--- src/particle_pool_engine_macros.svh ---
// ----------------------------------------------------------------------------
// Particle pool engine assertion macros
// Shared concurrent assertion forms, clocked on clk, quiet during reset.
// ----------------------------------------------------------------------------
`ifndef PARTICLE_POOL_ENGINE_MACROS_SVH
`define PARTICLE_POOL_ENGINE_MACROS_SVH

// check the consequent in the same cycle as the antecedent
`define PPE_ASSERT_NOW(lbl, ante, cons, msg) \
  lbl: assert property (@(posedge clk) disable iff (!rst_n) (ante) |-> (cons)) \
    else $error(msg);

// check the consequent in the cycle after the antecedent
`define PPE_ASSERT_NEXT(lbl, ante, cons, msg) \
  lbl: assert property (@(posedge clk) disable iff (!rst_n) (ante) |=> (cons)) \
    else $error(msg);

`endif

--- src/ppe_pkg.sv ---
// ----------------------------------------------------------------------------
// Particle pool engine package
// Widths, codes, slot record and controller/datapath interface structs.
// ----------------------------------------------------------------------------
package ppe_pkg;

  localparam int SLOTS     = 1024;
  localparam int SLOT_W    = $clog2(SLOTS);
  localparam int IDX_W     = 10;
  localparam int WIDE_W    = 16;
  localparam int POS_W     = 24;
  localparam int VEL_W     = 16;
  localparam int LIFE_W    = 16;
  localparam int COL_W     = 16;
  localparam int DT_W      = 12;
  localparam int CMD_W     = 2;
  localparam int PROD_W    = VEL_W + DT_W + 1;
  localparam int FRAC_SH   = 14;
  localparam int RED_LSB   = 11;
  localparam int GRN_LSB   = 5;
  localparam int RED_W     = 5;
  localparam int GRN_W     = 6;
  localparam int CH_W      = 6;
  localparam int DIV_STEPS = 6;
  localparam int K_W       = 3;
  localparam int REM_W     = CH_W + LIFE_W;

  typedef enum logic [CMD_W-1:0] {
    CMD_SPAWN = 2'd0,
    CMD_TICK  = 2'd1,
    CMD_READ  = 2'd2,
    CMD_NOP   = 2'd3
  } cmd_t;

  typedef enum logic [3:0] {
    ST_CLEAR, ST_IDLE, ST_DISPATCH, ST_SP_RD, ST_SP_CHK, ST_TK_RD, ST_TK_CALC,
    ST_TK_WR, ST_RD_RD, ST_RD_INIT, ST_RD_DIV
  } state_t;

  typedef enum logic [1:0] {WR_NONE, WR_CLEAR, WR_SPAWN, WR_TICK} wr_t;

  typedef enum logic [2:0] {
    RES_NONE, RES_SPAWN, RES_DROP, RES_ZERO, RES_READ, RES_OOR
  } res_t;

  typedef struct packed {
    logic signed [POS_W-1:0] px;
    logic signed [POS_W-1:0] py;
    logic signed [POS_W-1:0] pz;
    logic signed [VEL_W-1:0] vx;
    logic signed [VEL_W-1:0] vy;
    logic signed [VEL_W-1:0] vz;
    logic [LIFE_W-1:0]       life;
    logic [LIFE_W-1:0]       full;
    logic [COL_W-1:0]        hot;
    logic [COL_W-1:0]        cool;
  } rec_t;

  typedef struct packed {
    logic              rd_en;
    logic [SLOT_W-1:0] addr;
    wr_t               wr;
    logic              load;
    logic              tick_calc;
    logic              div_init;
    logic              div_step;
    res_t              res;
  } ctl_t;

  typedef struct packed {
    cmd_t              cmd;
    logic              oor;
    logic [SLOT_W-1:0] idx;
    logic              life_zero;
  } sts_t;

endpackage

--- src/ppe_ctrl.sv ---
// ----------------------------------------------------------------------------
// Particle pool engine controller
// Sequences the clearing pass, spawn search, tick sweep and slot read.
// ----------------------------------------------------------------------------
`include "particle_pool_engine_macros.svh"

module ppe_ctrl (
  input  logic          clk,
  input  logic          rst_n,
  input  logic          start,
  output logic          busy,
  input  ppe_pkg::sts_t sts,
  output ppe_pkg::ctl_t ctl
);
  import ppe_pkg::*;

  state_t            state_r, state_nxt;
  logic [SLOT_W-1:0] cnt_r, cnt_nxt;
  logic [SLOT_W-1:0] addr_r, addr_nxt;
  logic [SLOT_W-1:0] cursor_r, cursor_nxt;
  logic [SLOT_W-1:0] addr_inc;
  logic              cnt_last;

  assign addr_inc = (addr_r == SLOT_W'(SLOTS - 1)) ? '0 : addr_r + 1'b1;
  assign cnt_last = (cnt_r == SLOT_W'(SLOTS - 1));

  // state and counters
  always_ff @(posedge clk) begin
    if (!rst_n) begin
      state_r  <= ST_CLEAR;
      cnt_r    <= '0;
      addr_r   <= '0;
      cursor_r <= '0;
    end else begin
      state_r  <= state_nxt;
      cnt_r    <= cnt_nxt;
      addr_r   <= addr_nxt;
      cursor_r <= cursor_nxt;
    end
  end

  // next state and commands
  always_comb begin
    state_nxt     = state_r;
    cnt_nxt       = cnt_r;
    addr_nxt      = addr_r;
    cursor_nxt    = cursor_r;
    busy          = 1'b1;
    ctl           = '0;
    ctl.addr      = addr_r;
    ctl.wr        = WR_NONE;
    ctl.res       = RES_NONE;
    unique case (state_r)
      ST_CLEAR: begin
        ctl.addr = cnt_r;
        ctl.wr   = WR_CLEAR;
        cnt_nxt  = cnt_r + 1'b1;
        if (cnt_last) begin
          cnt_nxt   = '0;
          state_nxt = ST_IDLE;
        end
      end
      ST_IDLE: begin
        busy = 1'b0;
        if (start) begin
          ctl.load  = 1'b1;
          state_nxt = ST_DISPATCH;
        end
      end
      ST_DISPATCH: begin
        cnt_nxt = '0;
        unique case (sts.cmd)
          CMD_SPAWN: begin
            addr_nxt  = cursor_r;
            state_nxt = ST_SP_RD;
          end
          CMD_TICK: begin
            addr_nxt  = '0;
            state_nxt = ST_TK_RD;
          end
          CMD_READ: begin
            if (sts.oor) begin
              ctl.res   = RES_OOR;
              state_nxt = ST_IDLE;
            end else begin
              addr_nxt  = sts.idx;
              state_nxt = ST_RD_RD;
            end
          end
          CMD_NOP: begin
            ctl.res   = RES_ZERO;
            state_nxt = ST_IDLE;
          end
          default: state_nxt = ST_IDLE;
        endcase
      end
      ST_SP_RD: begin
        ctl.rd_en = 1'b1;
        state_nxt = ST_SP_CHK;
      end
      ST_SP_CHK: begin
        // take the first dead slot, drop after a full lap
        if (sts.life_zero) begin
          ctl.wr     = WR_SPAWN;
          ctl.res    = RES_SPAWN;
          cursor_nxt = addr_inc;
          state_nxt  = ST_IDLE;
        end else if (cnt_last) begin
          ctl.res   = RES_DROP;
          state_nxt = ST_IDLE;
        end else begin
          cnt_nxt   = cnt_r + 1'b1;
          addr_nxt  = addr_inc;
          state_nxt = ST_SP_RD;
        end
      end
      ST_TK_RD: begin
        ctl.rd_en = 1'b1;
        state_nxt = ST_TK_CALC;
      end
      ST_TK_CALC: begin
        ctl.tick_calc = 1'b1;
        state_nxt     = ST_TK_WR;
      end
      ST_TK_WR: begin
        ctl.wr = WR_TICK;
        if (cnt_last) begin
          ctl.res   = RES_ZERO;
          state_nxt = ST_IDLE;
        end else begin
          cnt_nxt   = cnt_r + 1'b1;
          addr_nxt  = addr_inc;
          state_nxt = ST_TK_RD;
        end
      end
      ST_RD_RD: begin
        ctl.rd_en = 1'b1;
        state_nxt = ST_RD_INIT;
      end
      ST_RD_INIT: begin
        ctl.div_init = 1'b1;
        state_nxt    = ST_RD_DIV;
      end
      ST_RD_DIV: begin
        // run the divider steps, then register the settled blend
        if (cnt_r == SLOT_W'(DIV_STEPS)) begin
          ctl.res   = RES_READ;
          cnt_nxt   = '0;
          state_nxt = ST_IDLE;
        end else begin
          ctl.div_step = 1'b1;
          cnt_nxt      = cnt_r + 1'b1;
        end
      end
      default: state_nxt = ST_IDLE;
    endcase
  end

  `PPE_ASSERT_NOW(a_clear_busy, state_r == ST_CLEAR, busy, "accept during clearing pass")
  `PPE_ASSERT_NEXT(a_cursor_adv, state_r == ST_SP_CHK && sts.life_zero,
                   cursor_r == $past(addr_inc), "cursor not moved past filled slot")
  `PPE_ASSERT_NOW(a_div_bound, state_r == ST_RD_DIV, cnt_r <= SLOT_W'(DIV_STEPS),
                  "divider step count overrun")

endmodule

--- config.mk ---
export PLATFORM = sky130hd
export DESIGN_NAME = ppe_ctrl
export DESIGN_NICKNAME = d
export VERILOG_FILES = /design/src/ppe_pkg.sv /design/src/ppe_ctrl.sv
export VERILOG_INCLUDE_DIRS = /design/src /design/src/src
export SDC_FILE = /design/constraint.sdc
export NUM_CORES = 1
export LEC_CHECK = 0
export BUFFER_PORTS_ARGS = -buffer_cell sky130_fd_sc_hd__clkbuf_2
export CAP_MARGIN = 20
export CORE_MARGIN = 4
export CORE_UTILIZATION = 50
export DETAILED_ROUTE_END_ITERATION = 7
export PLACE_DENSITY_LB_ADDON = 0.12
export SLEW_MARGIN = 30
export SYNTH_ARGS = -nofsm -noshare
export SYNTH_HDL_FRONTEND = slang
export SYNTH_SLANG_ARGS = --single-unit
--- constraint.sdc ---
create_clock -name clk -period 2.9 [get_ports clk]
set_clock_uncertainty 0.1 [all_clocks]
set_input_delay 0.29 -clock clk [delete_from_list [all_inputs] [get_ports clk]]
set_output_delay 0.29 -clock clk [all_outputs]
set_load 0.005 [all_outputs]
==> metrics, run 1 <==
worst slew pin tran about 0.62 ns; 1st-iter DRT viols 253; Syn. warnings 0; Util after Layout between 50% and 60%; CTS tree yes; Top FF cell, synth dfxtp_1; DIE WIDTH ~77 um; number of global-route vias before repair around 2,100; Tot GR Track Use a little over a fifth; Synthesized Nets ~330; post-DP HPWL approximately 4.6 mm; arrival time worst endpoint 2.52 ns; Final Max Slew Viols 0; Worst EP required between 3 and 4 ns; DRT Pass-1 Iters 5; Initial Util approximately 53%; Slew headroom between 50% and 60%; non-filler cells, final just under 400; H-Tree Depth 2; largest net degree at the start of global routing 20; critical path type reg -> reg; die area 5950 sq um; Die Ht about 77 um; Synth Cell Area 2390 sq um; drt total wl around 6.3 mm; RSZ-0062 raised after global routing false; Worst-path clk slew about 0.07 ns; post-layout instance area between 2000 and 3000 sq um; Post-synth EDFFs 0; library cells used by synthesis 57; fmax between 400 and 500 MHz; nets between 300 and 400; antenna violations before repair 0; row count 24; max capacitance violation total 0; share of cells above drive strength 1 between 15 and 20%; worst hold slack around 0.25 ns; asr flop ratio synth 0%; placed cell area ~2600 sq um; grt ovf 0; Post-route DRC 0; clk_lat worst skew 0.29 ns; Mean Syn Cell Area approximately 7.7 sq um; worst min path class in -> reg; number of synthesized register bits 34; static leakage power between 1 and 1.5 nW; Clock Sinks 34; Final ANT Viol Nets 0; Longest Clk Path Bufs 2; crit start category register; CTS buffer count 5; Tmin final approximately 2.4 ns; Mapped Cells 310; outcome finished, final reports clean; cts repair resizes 0; cts hold-fix bufs 0; port bufs 37; Clock Tree Root clkbuf_8; Area Overhead vs Synth 11.1%; total core area approximately 4500 sq um; vias between 2,000 and 2,500; # diodes 0; Final period util between 80% and 90%; setup_tns 0 ns; pwr/cell area between 300 and 400 nW/um^2; Post-CTS Setup Repair Bufs 0; Final Hold Fails 0; Final Setup Violations 0; GPL Wtd Cong slightly below 0.9; Avg WL per Cell between 15 and 20 um; Cells after DPL 381; crit end category register; register area share after synthesis 28.5%; global-route wire length before repair a little over 10 mm; routed vias/inst 6.20; worst vdd ir about 0.36 mV; I/O Pins 38; CP Max Fanout 19
## cell type report
type,instances,area (sq um)
well taps,52,65.1
fillers,423,1850
inverters,9,33.8
multi-input cells,244,1560
flip-flops and latches,34,681
clock inverters,2,12.5
repair buffers,42,223
clock buffers,6,82.6
## registers in the layout, indices dropped and copies added (netlist names)
| name | count |
|---|---|
| cursor_r | 10 |
| state_r | 4 |
| addr_r | 10 |
| cnt_r | 10 |
## final timing paths
path	slack [ns]	cells past startpoint	start	to
min	0.25	3	sts[2]	addr_r[1]$_SDFFE_PN0P_
max	0.49	5	state_r[0]$_SDFFE_PN0P_	cnt_r[7]$_SDFFE_PN0P_
min reg2reg	0.36	2	cursor_r[3]$_SDFFE_PN0P_	cursor_r[3]$_SDFFE_PN0P_
max reg2reg	0.49	5	state_r[0]$_SDFFE_PN0P_	cnt_r[7]$_SDFFE_PN0P_
## cell usage in the layout (no fill, tap or decap), drive strengths merged, types with 6 or more instances in the layout
cell type,Yosys,final
clkbuf,11,43
a21oi,35,35
dfxtp,34,34
nand2,31,31
nor2,22,22
o21ai,18,18
nand3,17,17
mux2,10,10
or3,8,8
inv,7,7
nor2b,7,7
and3,7,7
a211oi,7,7
ha,7,7
nor3,6,6
a221o,6,6
## through the flow
stage                     power [mW]  setup WS, ns
after global routing           0.960         0.340
after detailed placement       0.553         0.522
after global placement         0.553         0.573
final                          0.913         0.492
after floorplan                0.522         0.843
after CTS                      0.924         0.507
## cells by family (layout without fill, tap and decap cells)
family	after synthesis	in the layout	synth area share, %
and+or+nand+nor	125	125	27.5
muxes	11	11	5.13
DFF	34	34	28.5
buffers and inverters	32	59	6.59
AOI/OAI and AO/OA	94	94	26.1
adders and majority gates	7	7	3.66
xor gates and xnor gates	7	7	2.56
## where the power goes
group,switching (mW),internal (mW)
clock,0.178,0.191
sequential,0.00540,0.470
combinational,0.0402,0.0278
## worst max-delay path, cell delays in order (launching register included)
cell	delay (ns)
dfxtp_1	0.72
xnor2_1	0.16
and2_1	0.32
a21o_1	0.36
or4_1	0.51
a21oi_1	0.16
## cells in the mapped netlist (all sizes together), types with 7 or more instances
cell,count,share of area (%)
o21ai,18,3.8
dfxtp,34,28
nand3,17,3.6
inv,7,1.1
and3,7,1.8
a211oi,7,2.2
nor2b,7,1.8
ha,7,3.7
buf,12,3.5
or3,8,2.1
clkbuf,11,1.7
a21oi,35,7.3
nor2,22,3.5
nand2,31,4.9
mux2,10,4.7
## layer usage
layer | up-vias | share of wire, % | global-route usage (%)
met5 | - | 0 | 0
met4 | 0 | 1.3 | 6.23
met3 | 8 | 6.9 | 4.68
met2 | 88 | 43 | 30.5
met1 | 1108 | 49 | 31.5
li1 | 1206 | - | -
Note: power is estimated with default switching activity, not from simulation.
==> run 2: changes to the inputs <==
==> constraint.sdc (replaced) <==
create_clock -name clk -period 2.04 [get_ports clk]
set_clock_uncertainty 0.1 [all_clocks]
set_input_delay 0.204 -clock clk [delete_from_list [all_inputs] [get_ports clk]]
set_output_delay 0.204 -clock clk [all_outputs]
set_load 0.005 [all_outputs]
==> run 2 against run 1 <==
Against the previous run:
- the run now ends with setup timing left
- via count is 12% higher
- combinational power increased by 91%
- critical path depth stayed put
- routed wire length up 19%
- register-to-register slack worse by 0.43 ns
- largest power group unchanged
- hold slack worse by 0.051 ns
- highest routed layer unchanged
- sequential share of layout area fell by 4.1 points
- critical path type is now reg -> out
==> metrics, run 2 (synthesis gave the netlist of run 1 again) <==
Final Hold Fails 0; post-DP HPWL 5.16 mm; Clock Tree Root clkbuf_8; clk_lat worst skew 0.30 ns; total core area between 4000 and 5000 sq um; H-Tree Depth 2; crit start category register; worst slew pin tran about 0.46 ns; fmax ~480 MHz; setup_tns -0.485 ns; R2R Setup Slk ~0.060 ns; DRT Pass-1 Iters 5; Post-route DRC 0; Tot GR Track Use 23.7%; WHS Endpoint addr_r[6]$_SDFFE_PN0P_; Longest Clk Path Bufs 2; port bufs 37; Worst EP required between 1.5 and 2 ns; share of cells above drive strength 1 a little under two fifths; die area about 6000 sq um; 1st-iter DRT viols between 200 and 250; routed vias/inst roughly 6; Tmin final between 2 and 2.5 ns; DIE WIDTH about 77 um; failing checks setup timing; Final period util 103%; most common cell after layout, fill and taps aside buf_4; Final Setup Violations 10; RSZ-0062 raised after global routing true; I/O Pins 38; static leakage power about 1.4 nW; biggest regs addr_r x10, cnt_r x10, cursor_r x10; Initial Util a little over half; GPL Wtd Cong ~0.87; Area Overhead vs Synth 35.3%; worst vdd ir between 0.3 and 0.4 mV; critical path type reg -> out; vias roughly 2,700; WHS Path Cells 4; antenna violations before repair 0; grt ovf 0; arrival time worst endpoint approximately 1.8 ns; Place WS around 0.027 ns; CP Max Fanout 5; Die Ht 77.2 um; CTS buffer count 5; max capacitance violation total 0; worst setup margin -0.0568 ns; Final Max Slew Viols 0; Worst-path clk slew approximately 0.080 ns; outcome complete, but fails checks; Clock Sinks 34; Cells after DPL between 400 and 500; pwr/cell area roughly 410 nW/um^2; Final ANT Viol Nets 0; leading cell types in the layout, fill and taps excluded buf_4 (50), clkbuf_2 (36), a21oi_1 (33); Hold Path Origin sts[7]; R2R cell count 8; Slew headroom a little over two thirds; # diodes 0; Avg WL per Cell 17.1 um; crit end category output pin; FF-to-FF Start state_r[2]$_SDFFE_PN0P_; Critical R2R Capture addr_r[4]$_SDFFE_PN0P_; Util after Layout between 70 and 80%; power consumption roughly 1.3 mW; worst min path class in -> reg; CTS tree yes; drt total wl ~7.5 mm; nets 412; largest net degree at the start of global routing 18; non-filler cells, final between 400 and 500; global-route wire length before repair around 12 mm; row count 24; number of global-route vias before repair 2,365
==> run 2: timing repair <==
action / 4_1_cts / 5_1_grt
hold buffers: 0 / 0
resized for setup: 11 / 38
pin swaps: 1 / 7
buffers inserted: 3 / 7
hold endpoints to repair: 0 / 0
endpoints found under the setup margin: 11 / 34
cloned: 1 / 0
==> run 2: area by class of cell <==
class	instances	area, sq um
tap	52	65.1
sequential	34	696
multi-input combinational	244	1690
clock buffer	6	82.6
timing repair buffer	94	652
fill	378	1270
inverter	9	33.8
clock inverter	2	12.5
==> run 2: worst max-delay path by stage <==
| stage | depth (start not counted) | endpoint | startpoint | slack, ns |
|---|---|---|---|---|
| after floorplan | 8 | addr_r[2]$_SDFFE_PN0P_ | cnt_r[0]$_SDFFE_PN0P_ | 0.02 |
| after global routing | 5 | ctl[18] | state_r[2]$_SDFFE_PN0P_ | -0.12 |
| after CTS | 5 | ctl[15] | state_r[3]$_SDFFE_PN0P_ | -0.02 |
| final | 5 | ctl[15] | state_r[2]$_SDFFE_PN0P_ | -0.06 |
| after detailed placement | 7 | addr_r[4]$_SDFFE_PN0P_ | cnt_r[0]$_SDFFE_PN0P_ | 0.03 |
| after global placement | 7 | addr_r[4]$_SDFFE_PN0P_ | cnt_r[0]$_SDFFE_PN0P_ | 0.06 |
==> run 2: critical path, stage by stage (launching register included) <==
cell and delay, ns:
dfxtp_4 0.37, buf_8 0.12, nor4_4 0.38, buf_6 0.20
mux2_4 0.31, clkbuf_2 0.11
==> run 2: metrics by stage <==
stage | cell area, sq um | hold WS (ns)
floorplan | 2400 | 0.266
global placement | 2890 | 0.345
detailed placement | 2890 | 0.349
CTS | 3050 | 0.155
global route | 3240 | 0.216
finish | 3240 | 0.198
==> run 2: routing by layer <==
metal  routed length (um)  global-route usage, %
met1                 3470                   33.7
met3                  525                   3.63
met2                 3450                   37.1
met5                    0                      0
met4                   74                   6.05
==> run 2: power by group <==
part,total (mW),switching [mW],internal [mW]
registers,0.668,0.00337,0.665
logic,0.130,0.0716,0.0585
clock network,0.543,0.272,0.271
